File: src/pwl_pkg.sv
`default_nettype none
package pwl_pkg;

  localparam int unsigned WORD_W = 32;
  localparam int unsigned IDX_W = 6;
  localparam int unsigned CNT_W = 7;

  typedef enum logic [0:0] {
    KIND_LOAD  = 1'b0,
    KIND_QUERY = 1'b1
  } kind_t;

  typedef enum logic [4:0] {
    ST_IDLE,
    ST_LD_DIV,
    ST_LD_WAIT,
    ST_LD_WRITE,
    ST_Q_FIRST,
    ST_Q_FIRST_RD,
    ST_Q_LAST,
    ST_Q_LAST_RD,
    ST_Q_SRCH,
    ST_Q_SRCH_RD,
    ST_Q_HI_RD,
    ST_Q_LO,
    ST_Q_LO_RD,
    ST_Q_DIV,
    ST_Q_WAIT,
    ST_Q_NEXT,
    ST_RESULT
  } state_t;

  // commands from controller to datapath
  typedef struct packed {
    logic       take_req;
    logic       load_slot;
    logic       rd_first;
    logic       rd_last;
    logic       rd_mid;
    logic       rd_hi;
    logic       rd_lo;
    logic       cap_first;
    logic       cap_last;
    logic       srch_step;
    logic       cap_hi;
    logic       cap_lo;
    logic       div_start;
    logic       div_capture;
    logic       write_mem;
    logic       set_exact_hi;
    logic       set_oor;
    logic       set_one;
    logic [1:0] lane;
    logic       out_load;
  } pwl_cmd_t;

  // status from datapath to controller
  typedef struct packed {
    logic kind_query;
    logic found;
    logic oor;
    logic srch_done;
    logic exact_hi;
    logic hi_at_zero;
    logic lo_not_below;
    logic div_done;
    logic out_free;
  } pwl_sts_t;

endpackage
`default_nettype wire

File: src/pwl_ctrl.sv
`default_nettype none
module pwl_ctrl (
  input  wire logic              clk,
  input  wire logic              rst,
  input  wire logic              req_valid,
  input  wire pwl_pkg::pwl_sts_t sts,
  output pwl_pkg::pwl_cmd_t      cmd,
  output logic                   req_ready
);
  import pwl_pkg::*;

  state_t     state, state_next;
  logic [1:0] lane, lane_next;

  always_ff @(posedge clk) begin
    if (rst) begin
      state <= ST_IDLE;
      lane  <= '0;
    end else begin
      state <= state_next;
      lane  <= lane_next;
    end
  end

  always_comb begin
    state_next = state;
    lane_next  = lane;
    case (state)
      ST_IDLE: begin
        if (req_valid) begin
          lane_next = '0;
          if (!sts.kind_query) begin
            state_next = ST_LD_DIV;
          end else if (!sts.found) begin
            state_next = ST_RESULT;
          end else begin
            state_next = ST_Q_FIRST;
          end
        end
      end
      ST_LD_DIV:     state_next = ST_LD_WAIT;
      ST_LD_WAIT: begin
        if (sts.div_done) begin
          if (lane == 2'd2) begin
            state_next = ST_LD_WRITE;
          end else begin
            lane_next  = lane + 2'd1;
            state_next = ST_LD_DIV;
          end
        end
      end
      ST_LD_WRITE:   state_next = ST_RESULT;
      ST_Q_FIRST:    state_next = ST_Q_FIRST_RD;
      ST_Q_FIRST_RD: state_next = ST_Q_LAST;
      ST_Q_LAST:     state_next = ST_Q_LAST_RD;
      ST_Q_LAST_RD:  state_next = sts.oor ? ST_RESULT : ST_Q_SRCH;
      ST_Q_SRCH:     state_next = sts.srch_done ? ST_Q_HI_RD : ST_Q_SRCH_RD;
      ST_Q_SRCH_RD:  state_next = ST_Q_SRCH;
      ST_Q_HI_RD:    state_next = ST_Q_LO;
      ST_Q_LO: begin
        if (sts.exact_hi || sts.hi_at_zero) begin
          state_next = ST_RESULT;
        end else begin
          state_next = ST_Q_LO_RD;
        end
      end
      ST_Q_LO_RD:    state_next = sts.lo_not_below ? ST_RESULT : ST_Q_DIV;
      ST_Q_DIV:      state_next = ST_Q_WAIT;
      ST_Q_WAIT: begin
        if (sts.div_done) begin
          state_next = ST_Q_NEXT;
        end
      end
      ST_Q_NEXT: begin
        if (lane == 2'd2) begin
          state_next = ST_RESULT;
        end else begin
          lane_next  = lane + 2'd1;
          state_next = ST_Q_DIV;
        end
      end
      ST_RESULT: begin
        if (sts.out_free) begin
          state_next = ST_IDLE;
        end
      end
      default: state_next = ST_IDLE;
    endcase
  end

  always_comb begin
    cmd       = '0;
    cmd.lane  = lane;
    req_ready = 1'b0;
    case (state)
      ST_IDLE: begin
        req_ready    = 1'b1;
        cmd.take_req = req_valid;
      end
      ST_LD_DIV:     cmd.div_start = 1'b1;
      ST_LD_WAIT:    cmd.div_capture = sts.div_done;
      ST_LD_WRITE:   cmd.write_mem = 1'b1;
      ST_Q_FIRST:    cmd.rd_first = 1'b1;
      ST_Q_FIRST_RD: begin
        cmd.cap_first = 1'b1;
        cmd.rd_last   = 1'b1;
      end
      ST_Q_LAST:     cmd.rd_last = 1'b1;
      ST_Q_LAST_RD: begin
        cmd.cap_last = 1'b1;
        cmd.set_oor  = 1'b1;
      end
      ST_Q_SRCH: begin
        cmd.rd_mid = !sts.srch_done;
        cmd.rd_hi  = sts.srch_done;
      end
      ST_Q_SRCH_RD:  cmd.srch_step = 1'b1;
      ST_Q_HI_RD: begin
        cmd.cap_hi = 1'b1;
        cmd.rd_lo  = 1'b1;
      end
      ST_Q_LO: begin
        cmd.set_exact_hi = sts.exact_hi || sts.hi_at_zero;
        cmd.rd_lo        = 1'b1;
      end
      ST_Q_LO_RD:    cmd.cap_lo = 1'b1;
      ST_Q_DIV:      cmd.div_start = 1'b1;
      ST_Q_WAIT:     cmd.div_capture = sts.div_done;
      ST_RESULT:     cmd.out_load = sts.out_free;
      default:       cmd = '0;
    endcase
    cmd.set_one   = (state == ST_IDLE) && req_valid && sts.kind_query && !sts.found;
    cmd.load_slot = 1'b0;
  end

  always_ff @(posedge clk) begin
    if (!rst) begin
      assert (!(state == ST_LD_WRITE) || lane == 2'd2)
        else $error("table written before all three ratios done");
    end
  end

  property p_ready_only_idle;
    @(posedge clk) disable iff (rst) req_ready |-> state == ST_IDLE;
  endproperty
  assert property (p_ready_only_idle) else $error("request taken while busy");

  property p_start_leads_wait;
    @(posedge clk) disable iff (rst) cmd.div_start |=> (state == ST_LD_WAIT || state == ST_Q_WAIT);
  endproperty
  assert property (p_start_leads_wait) else $error("divider start without wait");

  property p_lane_bound;
    @(posedge clk) disable iff (rst) lane != 2'd3;
  endproperty
  assert property (p_lane_bound) else $error("lane counter overrun");
endmodule
`default_nettype wire

File: config.mk
export PLATFORM = sky130hd
export DESIGN_NAME = pwl_ctrl
export DESIGN_NICKNAME = d
export VERILOG_FILES = /design/src/pwl_pkg.sv /design/src/pwl_ctrl.sv
export SDC_FILE = /design/constraint.sdc
export NUM_CORES = 1
export LEC_CHECK = 0
export ABC_AREA = 0
export BUFFER_PORTS_ARGS = -buffer_cell sky130_fd_sc_hd__buf_2
export CAP_MARGIN = 10
export CORE_UTILIZATION = 45
export CTS_CLUSTER_DIAMETER = 40
export DETAILED_ROUTE_END_ITERATION = 12
export PLACE_DENSITY = 0.76
export SLEW_MARGIN = 20
export SYNTH_ARGS = -nofsm -noshare
export SYNTH_HDL_FRONTEND = slang
export SYNTH_SLANG_ARGS = --single-unit
File: constraint.sdc
create_clock -name clk -period 4.17 [get_ports clk]
set_clock_uncertainty 0.15 [all_clocks]
set_input_delay 0.2085 -clock clk [delete_from_list [all_inputs] [get_ports clk]]
set_output_delay 0.2085 -clock clk [all_outputs]
set_load 0.05 [all_outputs]
# [Word level (Yosys, flattened, before mapping)]
# Cells that the tools add are included.
# W data, S select, Z words.
[word_totals] reg_bits=7 elab_cells=73
[classes] n_addsub=1 n_eq_ne=21 muxes=34 reduce_logical=15
[ops] cell="$pmux W5 S17" n=1
[ops] cell="$mux W5" n=10
[ops] cell="$eq A5 B4 Y1 const B" n=8
[ops] cell="$eq A5 B3 Y1 const B" n=4
[ops] cell="$reduce_or A16 Y1" n=1
[ops] cell="$mux W1" n=15
[ops] cell="$mux W2" n=7
[ops] cell="$eq A5 B2 Y1 const B" n=2
[ops] cell="$ne A2 B2 Y1 const B" n=4
[ops] cell="$reduce_or A2 Y1" n=4
[ops] cell="$pmux W2 S3" n=1
[ops] cell="$eq A5 B1 Y1 const B" n=1
[ops] cell="$eq A5 B5 Y1 const B" n=1
[ops] cell="$logic_not A5 Y1" n=1
[ops] cell="$reduce_and A4 Y1" n=1
[ops] cell="$logic_and A1 B1 Y1" n=3
[ops] cell="$reduce_and A3 Y1" n=1
[ops] cell="$reduce_bool A3 Y1" n=1
[ops] cell="$add A2 B1 Y2 const B" n=1
[ops] cell="$eq A2 B2 Y1 const B" n=1
[ops] cell="$logic_not A1 Y1" n=2
[ops] cell="$logic_or A1 B1 Y1" n=1

# [Depth between registers and ports, before layout]
[depth] ltp_word=4 depth_mapped=6

# [Least setup slack after synthesis]
# OpenSTA, ideal clock, no wires.
[synth_timing] path_type="register to output" start="reg state[1]" end="out cmd[6] (netlist name)" t_arrival_ns=2.337 required_time_ns=3.812 path_slack_ns=1.475 stages_incl_launch_ff=4 path_buffers=1 cell_sequence="dfxtp_1 > clkbuf_1 > nand2_1 > nor4_1"
[synth_rtl] item="start, declared" line="pwl_ctrl.sv:12" source="state_t state, state_next;"
[synth_rtl] item="start signal, assigned" line="pwl_ctrl.sv:20" source="state <= state_next;"
[synth_rtl] item="end, declared" line="pwl_ctrl.sv:7" source="output pwl_pkg::pwl_cmd_t cmd,"

==> run summary <==
status -> complete, but fails checks
violated checks -> design-rule violations
area share of the largest cell type after synthesis -> 17.78%
Mapped Cells -> 110
layout cells sized above 1 -> 32.12%
Switching Share -> 42.68%
core area -> 1577 µm²
final hold violations -> 0
clock sinks -> 7
wire length on met1 -> 1066 µm
R2R Path End -> state[2]
Final Slew Violations -> 0
Seq pwr share -> 33.8%
ANT cells -> 0
setup bufs post-CTS -> 0
GPL Wtd Cong -> 0.9371
DR iter-0 viols -> 38
Slew @ Worst Pin -> 0.7598 ns
clock buffer depth -> 2
width of the die -> 43.86 µm
Final setup viols -> 0
Hold WC Path Type -> in -> reg
reg2reg path depth -> 4
yosys warns -> 0
Initial Utilization -> 50.00%
Layout area overhead -> 19.52%
pin count of the biggest net entering global routing -> 18
crit path DAT -> 2.17 ns
first-pass GRT wire length -> 3636 µm
Crit path required time -> 3.81 ns
worst-skew pair later-pin latency -> 0.26 ns
P per Cell Area -> 254.1 nW/µm²
WL met3 -> 163 µm
number of global-route vias before repair -> 788
fin nets -> 151
Setup crit start -> state[2]
area leader, netlist -> dfxtp_1
TritonCTS clock tree -> built
worst vdd ir -> 185.2 µV
first-pass detailed-route iteration total -> 8
routed vias -> 925
routed len/inst -> 14.76 µm
synthesized flop and latch total -> 7
DR WL met2 -> 1003 µm
most common cell after layout, fill and taps aside -> buf_2
RSZ-0062 raised after global routing -> no
EDFF count, synth -> 0
H-tree level count -> 1
Fill cells -> 153
die height -> 43.86 µm
# IOs -> 34
CTS Buf Count -> 3
worst setup path class -> reg -> out
combinational share of power -> 38.8%
Reg area -> 140.1 µm²
Top Layer Used -> met4
Net Count, Synth -> 123
GRT Residual Overflow -> 0
row cnt -> 14
Via density -> 6.046
leakage power -> 0.0004024 µW
Final Cell Area -> 942.2 µm²
Post-synth ARST share -> 0%
Port Buf Inserts -> 32
initial antenna violation count -> 0
number of distinct library cells after synthesis -> 42
DP HPWL -> 1709 µm
fmax -> 395.5 MHz
minimum clock period -> 2.528 ns
Worst Setup EP -> cmd[3]
Tot GR Track Use -> 25.23%
Reg2Reg Setup Slack -> 2.15 ns
Main synth FF type -> dfxtp_1
Slew HR -> 48.88%
area of the multi-input gates -> 569.3 µm²
Cell Area, Placed -> 915.9 µm²
Post-Syn Area -> 788.3 µm²
synth top area cells -> dfxtp_1 (18%), a21oi_1 (5.7%), nor2_1 (5.7%)
max-cap viol count -> 0
drt total wl -> 2259 µm
Detail Route Antenna Nets -> 0
Clock power frac -> 27.3%
Die ar. -> 1923 µm²
final core utilization -> 59.76%
most frequent cells in the layout -> buf_2 (32), nor2_1 (12), a21oi_1 (9)
TNS Setup -> 0 ns
drt drc -> 2
CTS Hold Bufs -> 0
Reg2Reg Launch Point -> state[3]
worst-path maximum fanout -> 16
clock-pin slew on the worst setup and hold paths -> 0.05 ns
CTS root buffer -> clkbuf_4
P_int -> 137.2 µW
type of origin of the critical path -> register
post-synthesis sequential area ratio -> 17.78%
Resize count post-CTS -> 0
Psw -> 102.2 µW
CP Capture Type -> primary output
Avg Cell Area, Syn -> 7.166 µm²
Tcrit/Tclk final -> 60.63%
-- routing by layer --
metal / track usage (%) / vias to the layer above
met5: 0 / -
met2: 37.01 / 41
met1: 35.93 / 424
met3: 5.417 / 4
li1: - / 456
met4: 9.697 / 0
-- cells by family after synthesis --
family | after synthesis | synth area share (%)
xor gates and xnor gates | 1 | 1.111
muxes | 4 | 5.238
DFF | 7 | 17.78
and+or+nand+nor | 56 | 40.95
adders and majority gates | 1 | 1.587
other | 1 | 0.4757
buffers and inverters | 16 | 10.00
AOI/OAI and AO/OA | 24 | 22.86
-- synth_stat cells (2+ instances only) --
master / number
a21oi_1: 9
a31oi_1: 3
and2_1: 4
and4_1: 2
buf_4: 3
clkbuf_1: 5
dfxtp_1: 7
inv_1: 7
mux2i_1: 3
nand2_1: 6
nand2b_1: 2
nand3_1: 4
nand3b_1: 4
nor2_1: 12
nor3_1: 8
nor4_1: 2
o21bai_1: 2
or2_2: 2
or3b_2: 2
-- how the worst min path moves through the flow --
stage	start	to	slack (ns)	depth (start not counted)
5_1_grt	sts[0]	state[4]	0.03	2
6_report	sts[0]	state[4]	0.02	2
3_5_place_dp	sts[0]	state[4]	0.29	2
2_1_floorplan	rst	lane[0]	0.13	1
3_3_place_gp	sts[0]	state[4]	0.28	2
4_1_cts	sts[0]	state[4]	0.01	2
-- metrics by stage --
step           worst slack [ns]  std cells  total power, µW  hold slack [ns]
3_3_place_gp              2.018        149            172.3           0.2791
4_1_cts                   1.667        153            239.3          0.01118
5_1_grt                   1.498        153            251.2          0.02757
2_1_floorplan             1.475        110            152.2           0.1276
3_5_place_dp              1.954        149            174.1           0.2851
6_report                  1.642        153            239.4          0.01605
-- flip-flops by register name, summed over array words and instances (netlist names) --
signal  cells
state       5
lane        2
-- worst max-delay path: stages, from the launching register on --
cell,delay [ns]
dfxtp_1,0.45
nor4_1,0.74
and4bb_2,0.35
and2_1,0.12
buf_2,0.25
-- layout make-up --
cell class / instances / area share, %
Inverter: 7 / 2.789
Timing Repair Buffer: 32 / 17.00
Clock buffer: 4 / 2.789
Sequential cell: 7 / 14.87
Tap cell: 16 / 2.125
Multi-Input combinational cell: 87 / 60.42
-- power by group through the flow --
| stage | sequential, µW | combinational, µW | clock (µW) |
|---|---|---|---|
| floorplan | 74.1 | 78.1 | 0 |
| global placement | 81.4 | 90.9 | 0 |
| detailed placement | 82.1 | 92.0 | 0 |
| CTS | 80.7 | 92.3 | 66.3 |
| global route | 81.9 | 99.9 | 69.4 |
| finish | 81.0 | 93.0 | 65.5 |
Power figures use the tool's default switching activity.
